**config.mk**
```make
export PLATFORM = sky130hd
export DESIGN_NAME = relay_interlock_inching_control_core
export DESIGN_NICKNAME = d
export VERILOG_FILES = /design/src/ric_pkg.sv /design/src/ric_tick_unit.sv /design/src/ric_out_stage.sv /design/src/relay_interlock_inching_control_core.sv
export SDC_FILE = /design/constraint.sdc
export NUM_CORES = 1
export LEC_CHECK = 0
export BUFFER_PORTS_ARGS = -buffer_cell sky130_fd_sc_hd__buf_2
export CAP_MARGIN = 20
export CELL_PAD_IN_SITES_DETAIL_PLACEMENT = 0
export CELL_PAD_IN_SITES_GLOBAL_PLACEMENT = 2
export CORE_MARGIN = 2
export CORE_UTILIZATION = 44
export CTS_CLUSTER_SIZE = 28
export DETAILED_ROUTE_END_ITERATION = 12
export PLACE_DENSITY_LB_ADDON = 0.3
export SLEW_MARGIN = 0
export SYNTH_ARGS = -nofsm -noshare
export SYNTH_HDL_FRONTEND = slang
export SYNTH_SLANG_ARGS = --single-unit
export TNS_END_PERCENT = 1
```
**constraint.sdc**
```tcl
create_clock -name clk -period 10.9 [get_ports clk]
set_input_delay 2.18 -clock clk [delete_from_list [all_inputs] [get_ports clk]]
set_output_delay 2.18 -clock clk [all_outputs]
set_load 0.01 [all_outputs]
```
**src/ric_pkg.sv**
```systemverilog
// Shared types and constants for the relay interlock and inching control block.
package ric_pkg;

	localparam int CH_W      = 2;   // width of a reported channel number
	localparam int TICK_W    = 31;  // width of an inching count
	localparam int INCH_N    = 4;   // inching registers held, one per possible channel
	localparam int CFG_IDX_W = 3;   // width of the configuration register index

	// configuration register indexes
	localparam logic [CFG_IDX_W-1:0] REG_INTERLOCK = 3'd0;
	localparam logic [CFG_IDX_W-1:0] REG_INCH_CH0  = 3'd1;
	localparam logic [CFG_IDX_W-1:0] REG_INCH_CH3  = 3'd4;

	// one report: channel and the state now applied to it
	typedef struct packed {
		logic [CH_W-1:0] ch;
		logic            on;
	} ric_res_t;

	// sequencer to output stage
	typedef struct packed {
		logic push;   // a new report is ready
		logic flush;  // the item is done; release the held report as the final one
	} ric_ctl_t;

	// output stage to sequencer
	typedef struct packed {
		logic room;   // a push or flush is taken in this cycle
	} ric_sts_t;

endpackage

```
**src/ric_tick_unit.sv**
```systemverilog
// Shared countdown unit: decrements one channel count and flags its expiry.
module ric_tick_unit (
	input  logic [ric_pkg::TICK_W-1:0] value,
	output logic [ric_pkg::TICK_W-1:0] dec,
	output logic                       pending,
	output logic                       expire
);
	import ric_pkg::*;

	assign pending = (value != '0);
	assign dec     = value - TICK_W'(1);
	assign expire  = pending && (dec == '0);

endmodule

```
**src/ric_out_stage.sv**
```systemverilog
// Report holding stage and output register; marks the final report of each item.
module ric_out_stage (
	input  logic              clk,
	input  logic              arst_n,
	input  ric_pkg::ric_ctl_t ctl,
	input  ric_pkg::ric_res_t res,
	output ric_pkg::ric_sts_t sts,
	output logic              out_valid,
	input  logic              out_ready,
	output logic [ric_pkg::CH_W-1:0] changed_channel,
	output logic              new_state,
	output logic              last
);
	import ric_pkg::*;

	ric_res_t pend_q;
	logic     pend_v_q;
	ric_res_t out_q;
	logic     out_last_q;
	logic     out_v_q;
	logic     out_free;
	logic     take_push;
	logic     load_out;

	assign out_free  = !out_v_q || out_ready;
	assign sts.room  = !pend_v_q || out_free;
	assign take_push = ctl.push && sts.room;
	// a held report moves out when a newer one arrives or the item ends
	assign load_out  = pend_v_q && out_free && (ctl.push || ctl.flush);

	always_ff @(posedge clk or negedge arst_n) begin
		if (!arst_n) begin
			pend_v_q <= 1'b0;
			out_v_q  <= 1'b0;
		end else begin
			if (take_push) begin
				pend_v_q <= 1'b1;
			end else if (ctl.flush && load_out) begin
				pend_v_q <= 1'b0;
			end
			if (load_out) begin
				out_v_q <= 1'b1;
			end else if (out_v_q && out_ready) begin
				out_v_q <= 1'b0;
			end
		end
	end

	always_ff @(posedge clk) begin
		if (take_push) begin
			pend_q <= res;
		end
		if (load_out) begin
			out_q      <= pend_q;
			out_last_q <= !ctl.push;
		end
	end

	assign out_valid       = out_v_q;
	assign changed_channel = out_q.ch;
	assign new_state       = out_q.on;
	assign last            = out_last_q;

endmodule

```
**src/relay_interlock_inching_control_core.sv**
```systemverilog
// Top level: relay interlock with per-channel inching countdown, channel-serial sequencer.
//
// Input channel (in_valid/in_ready, mode, channel, turn_on): mode 0 is a command that
// sets one relay, mode 1 is a timer tick. in_ready is high only while the block is idle.
// Output channel (out_valid/out_ready, changed_channel, new_state, last): one item per
// relay change and per applied command; last marks the final report of an input item.
// Items with no report (an out-of-range channel, a tick with no expiring count) produce
// nothing. The sequencer visits one channel per cycle through a single countdown unit
// while the output stage has room: a command is accepted, every channel is scanned, the
// command is applied and the item is flushed; a tick is accepted, scanned and flushed;
// an out-of-range command is accepted and dropped while the block stays idle.
// Reports are held one deep so the last flag can be set; a report reaches the output
// register when the next one is produced, the final one in the flush cycle.
// A stalled receiver stalls the scan once both the held report and the output register
// are full; nothing is dropped. Configuration writes (cfg_wr_en, cfg_index, cfg_data)
// take effect at once and are meant to be issued while the block is idle.
// Reset (arst_n low) turns all relays off, clears every countdown, the interlock enable
// and the inching registers, and empties the output.
module relay_interlock_inching_control_core #(
	parameter int CHANNELS = 4
) (
	input  logic                          clk,
	input  logic                          arst_n,
	input  logic                          cfg_wr_en,
	input  logic [ric_pkg::CFG_IDX_W-1:0] cfg_index,
	input  logic [ric_pkg::TICK_W-1:0]    cfg_data,
	input  logic                          in_valid,
	output logic                          in_ready,
	input  logic                          mode,
	input  logic [2:0]                    channel,
	input  logic                          turn_on,
	output logic                          out_valid,
	input  logic                          out_ready,
	output logic [ric_pkg::CH_W-1:0]      changed_channel,
	output logic                          new_state,
	output logic                          last
);
	import ric_pkg::*;

	localparam int IDX_W = (CHANNELS > 1) ? $clog2(CHANNELS) : 1;
	localparam logic [2:0]       CH_LIM   = 3'(CHANNELS);
	localparam logic [IDX_W-1:0] IDX_LAST = IDX_W'(CHANNELS - 1);

	localparam logic [1:0] S_IDLE  = 2'd0;
	localparam logic [1:0] S_SCAN  = 2'd1;
	localparam logic [1:0] S_CMD   = 2'd2;
	localparam logic [1:0] S_FLUSH = 2'd3;

	logic [1:0]          state_q;
	logic [IDX_W-1:0]    cnt_q;
	logic [IDX_W-1:0]    ch_q;
	logic                mode_q;
	logic                on_q;
	logic                il_q;
	logic [TICK_W-1:0]   inch_q [INCH_N];
	logic [TICK_W-1:0]   rem_q  [CHANNELS];
	logic [CHANNELS-1:0] relay_q;

	logic [TICK_W-1:0]   tu_dec;
	logic                tu_pending;
	logic                tu_expire;
	logic [TICK_W-1:0]   inch_sel;
	logic                accept;
	logic                in_range;
	logic                hit_tick;
	logic                hit_il;
	logic                step;
	ric_ctl_t            ctl;
	ric_sts_t            sts;
	ric_res_t            res;

	ric_tick_unit u_tick (
		.value   (rem_q[cnt_q]),
		.dec     (tu_dec),
		.pending (tu_pending),
		.expire  (tu_expire)
	);

	assign in_ready = (state_q == S_IDLE);
	assign accept   = in_valid && in_ready;
	assign in_range = (channel < CH_LIM);
	assign inch_sel = inch_q[CH_W'(ch_q)];
	assign step     = sts.room;

	assign hit_tick = mode_q && tu_expire;
	assign hit_il   = !mode_q && on_q && il_q && (cnt_q != ch_q) && relay_q[cnt_q];

	always_comb begin
		ctl.push  = 1'b0;
		ctl.flush = (state_q == S_FLUSH);
		res.ch    = CH_W'(cnt_q);
		res.on    = 1'b0;
		case (state_q)
			S_SCAN: begin
				ctl.push = hit_tick || hit_il;
			end
			S_CMD: begin
				ctl.push = 1'b1;
				res.ch   = CH_W'(ch_q);
				res.on   = on_q;
			end
			default: begin
				ctl.push = 1'b0;
			end
		endcase
	end

	ric_out_stage u_out (
		.clk             (clk),
		.arst_n          (arst_n),
		.ctl             (ctl),
		.res             (res),
		.sts             (sts),
		.out_valid       (out_valid),
		.out_ready       (out_ready),
		.changed_channel (changed_channel),
		.new_state       (new_state),
		.last            (last)
	);

	// configuration registers
	always_ff @(posedge clk or negedge arst_n) begin
		if (!arst_n) begin
			il_q <= 1'b0;
			for (int i = 0; i < INCH_N; i++) begin
				inch_q[i] <= '0;
			end
		end else if (cfg_wr_en) begin
			if (cfg_index == REG_INTERLOCK) begin
				il_q <= cfg_data[0];
			end else if (cfg_index >= REG_INCH_CH0 && cfg_index <= REG_INCH_CH3) begin
				inch_q[CH_W'(cfg_index - REG_INCH_CH0)] <= cfg_data;
			end
		end
	end

	// sequencer and relay state
	always_ff @(posedge clk or negedge arst_n) begin
		if (!arst_n) begin
			state_q <= S_IDLE;
			cnt_q   <= '0;
			ch_q    <= '0;
			mode_q  <= 1'b0;
			on_q    <= 1'b0;
			relay_q <= '0;
			for (int i = 0; i < CHANNELS; i++) begin
				rem_q[i] <= '0;
			end
		end else begin
			case (state_q)
				S_IDLE: begin
					if (accept && (mode || in_range)) begin
						state_q <= S_SCAN;
						cnt_q   <= '0;
						ch_q    <= channel[IDX_W-1:0];
						mode_q  <= mode;
						on_q    <= turn_on;
					end
				end
				S_SCAN: begin
					if (step) begin
						if (mode_q) begin
							if (tu_pending) begin
								rem_q[cnt_q] <= tu_dec;
							end
						end else if (hit_il) begin
							rem_q[cnt_q] <= '0;
						end
						if (hit_tick || hit_il) begin
							relay_q[cnt_q] <= 1'b0;
						end
						if (cnt_q == IDX_LAST) begin
							cnt_q   <= '0;
							state_q <= mode_q ? S_FLUSH : S_CMD;
						end else begin
							cnt_q <= cnt_q + IDX_W'(1);
						end
					end
				end
				S_CMD: begin
					if (step) begin
						// apply the commanded channel; a turn-on restarts its countdown
						relay_q[ch_q] <= on_q;
						rem_q[ch_q]   <= on_q ? inch_sel : '0;
						state_q       <= S_FLUSH;
					end
				end
				S_FLUSH: begin
					if (step) begin
						state_q <= S_IDLE;
					end
				end
				default: begin
					state_q <= S_IDLE;
				end
			endcase
		end
	end

endmodule

```
==> impl_metrics.env <==
export IMPL_rows=65
export IMPL_drcViolationCount=0
export IMPL_area_growth_pct=11.3
export IMPL_grt_use_total=0.266
export IMPL_clk_latency_ns=0.58
export IMPL_synth_largest_area_cell="dfrtp_1"
export IMPL_ys_seq_elements=270
export IMPL_vias=11200
export IMPL_fin_tns_setup_ns=0
export IMPL_portBuffers=49
export IMPL_critPathKind="reg -> reg"
export IMPL_io_pins=50
export IMPL_dr_pass1_iters=5
export IMPL_antenna_found_initial=0
export IMPL_cts_root_buf="clkbuf_16"
export IMPL_ys_seq_area_frac=0.479
export IMPL_hpwl_mm=25.4
export IMPL_gp_congestion=0.855
export IMPL_core_area_sq_um=31600
export IMPL_timing_final_crit_share=0.462
export IMPL_synth_cell_types=62
export IMPL_hold_buffers=0
export IMPL_ir_drop_mv=0.261
export IMPL_grt_pass1_vias=10800
export IMPL_critPathMaxFanout=40
export IMPL_cts_tree="built"
export IMPL_period_needed_ns=5.03
export IMPL_rr_worst_depth=10
export IMPL_worstPathArrival_ns=5.28
export IMPL_clk_pin_slew_ns=0.06
export IMPL_hold_depth=0
export IMPL_grt_overflow_total=0
export IMPL_regToRegEndpoint="u_out.changed_channel[1]$_DFFE_PP_"
export IMPL_status="completed"
export IMPL_die_y_microns=184
export IMPL_synth_top_area_frac=0.464
export IMPL_synth_edff_count=7
export IMPL_start_util=0.448
export IMPL_tightestPinTransition_ns=1.07
export IMPL_nNetsFinal=1453
export IMPL_syn_instance_count=1396
export IMPL_max_slew_margin=0.283
export IMPL_min_from="u_out.pend_q[1]$_DFFE_PP_"
export IMPL_synth_async_reset_ratio=0.974
export IMPL_die_x_microns=184
export IMPL_htreeDepth=1
export IMPL_grt_pass1_wl_mm=67.9
export IMPL_hold_ws_ns=0.419
export IMPL_start_kind="flip-flop"
export IMPL_required_ns=11.14
export IMPL_r2r_start="cnt_q[0]$_DFFE_PN0P_"
export IMPL_skew_ns=0.0128
export IMPL_drive_gt1_frac=0.221
export IMPL_wl_mm=44.0
export IMPL_ys_flop_type="dfrtp_1"
export IMPL_syn_area_sq_um=14200
export IMPL_powerDensity_nw_per_um2=342
export IMPL_finalMaxSlewViolations=0
export IMPL_synth_warnings=0
export IMPL_reg2reg_slack_ns=5.87
export IMPL_holdPathEnd="u_out.changed_channel[0]$_DFFE_PP_"
export IMPL_fmax_mhz=199
export IMPL_post_cts_resized=0
export IMPL_p_leak_nw=6.52
export IMPL_setup_viol=0
export IMPL_cts_sinks=270
export IMPL_post_cts_buffers=0
export IMPL_ant_nets=0
export IMPL_clockBufferDepth=3
export IMPL_cts_buffers=31
export IMPL_worstSetupEndpointType="flip-flop"
export IMPL_grt_max_degree=164
export IMPL_hold_path_class="reg -> reg"
export IMPL_avgSynthCellArea_sq_um=10.2
export IMPL_routed_via_density=6.11
export IMPL_initialDrtViolationCount=923
export IMPL_synth_nets=1450
export IMPL_wl_per_cell_microns=24.1
export IMPL_hold_viol_final=0
export IMPL_rsz0062_at_grt="no"
export IMPL_netlist_top_cells_area="dfrtp_1 46%, mux2_2 10%, a22oi_1 6.6%, o21ai_0 5.3%, mux4_2 4.4%"
export IMPL_maxCapViolations=0
export IMPL_num_antenna_cells=0
export IMPL_dieArea_sq_um=33700
## power breakdown
| part | switching, W | leakage, nW | internal [W] |
|---|---|---|---|
| Combinational | 0.00189 | 2.59 | 0.000905 |
| Sequential | 0.000245 | 3.44 | 0.00131 |
| Clock | 0.000431 | 0.486 | 0.000611 |
| Total | 0.00257 | 6.52 | 0.00282 |
## logic make-up after synthesis
| logic type | after synthesis | share of synthesized area |
|---|---|---|
| AOI/OAI and AO/OA | 432 | 0.186 |
| xor gates and xnor gates | 24 | 0.0159 |
| adders and majority gates | 10 | 0.00882 |
| buffers and inverters | 123 | 0.0357 |
| DFF | 270 | 0.479 |
| muxes | 165 | 0.156 |
| and+or+nand+nor | 372 | 0.119 |
## worst max-delay path: stages (launching register included)
cell and delay (ns):
dfrtp_2 0.34, buf_4 0.63, mux4_2 0.67, nor3_4 0.36
nand4b_1 0.63, nor4_4 0.50, xor2_2 0.18, a2111oi_2 0.37
and4_1 0.58, nor4_4 0.07, nor3_2 0.34
## registers in the layout, summed over array words and instances (netlist names)
signal                 cells
inch_q                   124
rem_q                    124
relay_q                    4
u_out.pend_q               3
ch_q                       2
cnt_q                      2
state_q                    2
u_out.changed_channel      2
il_q                       1
mode_q                     1
on_q                       1
u_out.last                 1
u_out.new_state            1
u_out.out_valid            1
u_out.pend_v_q             1
## stage by stage
step / instances / setup slack, ns / total power, W / util / cell area, sq um
after global placement: 1768 / 5.93 / 0.00429 / 0.467 / 14800
after detailed placement: 1768 / 5.77 / 0.00433 / 0.467 / 14800
final: 1825 / 5.87 / 0.00539 / 0.499 / 15800
after global routing: 1825 / 5.50 / 0.00575 / 0.499 / 15800
after floorplan: 1396 / 7.06 / 0.00347 / - / 14200
after CTS: 1825 / 5.77 / 0.00539 / 0.499 / 15800
## routing by layer
metal,up-vias,GRT usage,share of wire
met4,0,0.0733,0.027
li1,5067,-,-
met5,-,0,0
met3,70,0.0384,0.064
met1,5646,0.386,0.45
met2,368,0.416,0.46
## cells in the mapped netlist (3+ instances only)
| master | number |
|---|---|
| a211oi_1 | 3 |
| a21oi_1 | 118 |
| a22oi_1 | 125 |
| and2_1 | 5 |
| and4_1 | 3 |
| and4b_1 | 3 |
| buf_1 | 13 |
| buf_2 | 8 |
| buf_6 | 4 |
| clkbuf_1 | 79 |
| dfrtp_1 | 263 |
| edfxtp_1 | 7 |
| ha_1 | 10 |
| inv_1 | 18 |
| mux2_2 | 129 |
| mux2i_1 | 5 |
| mux4_1 | 3 |
| mux4_2 | 28 |
| nand2_1 | 166 |
| nand2b_1 | 5 |
| nand3_1 | 3 |
| nand3b_1 | 3 |
| nand4_1 | 3 |
| nor2_1 | 135 |
| nor3_1 | 13 |
| nor3b_1 | 3 |
| nor4_1 | 6 |
| nor4_4 | 3 |
| o211ai_1 | 11 |
| o21a_1 | 4 |
| o21ai_0 | 150 |
| o2bb2ai_1 | 4 |
| o31ai_1 | 3 |
| or4_1 | 4 |
| xnor2_1 | 5 |
| xor2_1 | 17 |
## worst max path at each step
stage,end,slack (ns),start
final,u_out.changed_channel[1]$_DFFE_PP_,5.87,cnt_q[0]$_DFFE_PN0P_
after global routing,u_out.new_state$_DFFE_PP_,5.50,cnt_q[0]$_DFFE_PN0P_
after CTS,u_out.changed_channel[1]$_DFFE_PP_,5.77,cnt_q[0]$_DFFE_PN0P_
after detailed placement,u_out.changed_channel[1]$_DFFE_PP_,5.77,cnt_q[0]$_DFFE_PN0P_
after global placement,u_out.changed_channel[0]$_DFFE_PP_,5.93,cnt_q[0]$_DFFE_PN0P_
after floorplan,u_out.changed_channel[0]$_DFFE_PP_,7.06,cnt_q[1]$_DFFE_PN0P_
## cell type report
| cell class | instances | area, sq um |
|---|---|---|
| Tap cell | 402 | 503 |
| Sequential cell | 270 | 6790 |
| Inverter | 18 | 67.6 |
| Multi-Input combinational cell | 1003 | 6940 |
| Clock buffer | 47 | 896 |
| Timing Repair Buffer | 75 | 463 |
| Clock inverter | 10 | 115 |
| Fill cell | 2912 | 15900 |
## cells in the final DEF (no fill, tap or decap), types with 4 or more instances in the layout
cell type and count:
mux2i_1 5, edfxtp_1 7, xnor2_1 5, nor2_1 127, mux2_2 129, inv_1 18, a21oi_1 118, clkbuf_16 31
xor2_1 17, nand2_1 166, buf_4 25, o211ai_1 11, o2bb2ai_1 4, nand2b_1 5, o21a_1 4, buf_2 48
mux4_2 28, ha_1 9, and2_2 4, a22oi_1 125, o21ai_0 150, nor2_2 7, clkbuf_8 6, dfrtp_1 261
or4_1 4, nor4_1 6, clkbuf_1 10, nor3_1 11, nor3_2 4
No activity file was read; power rests on OpenSTA's default activity.
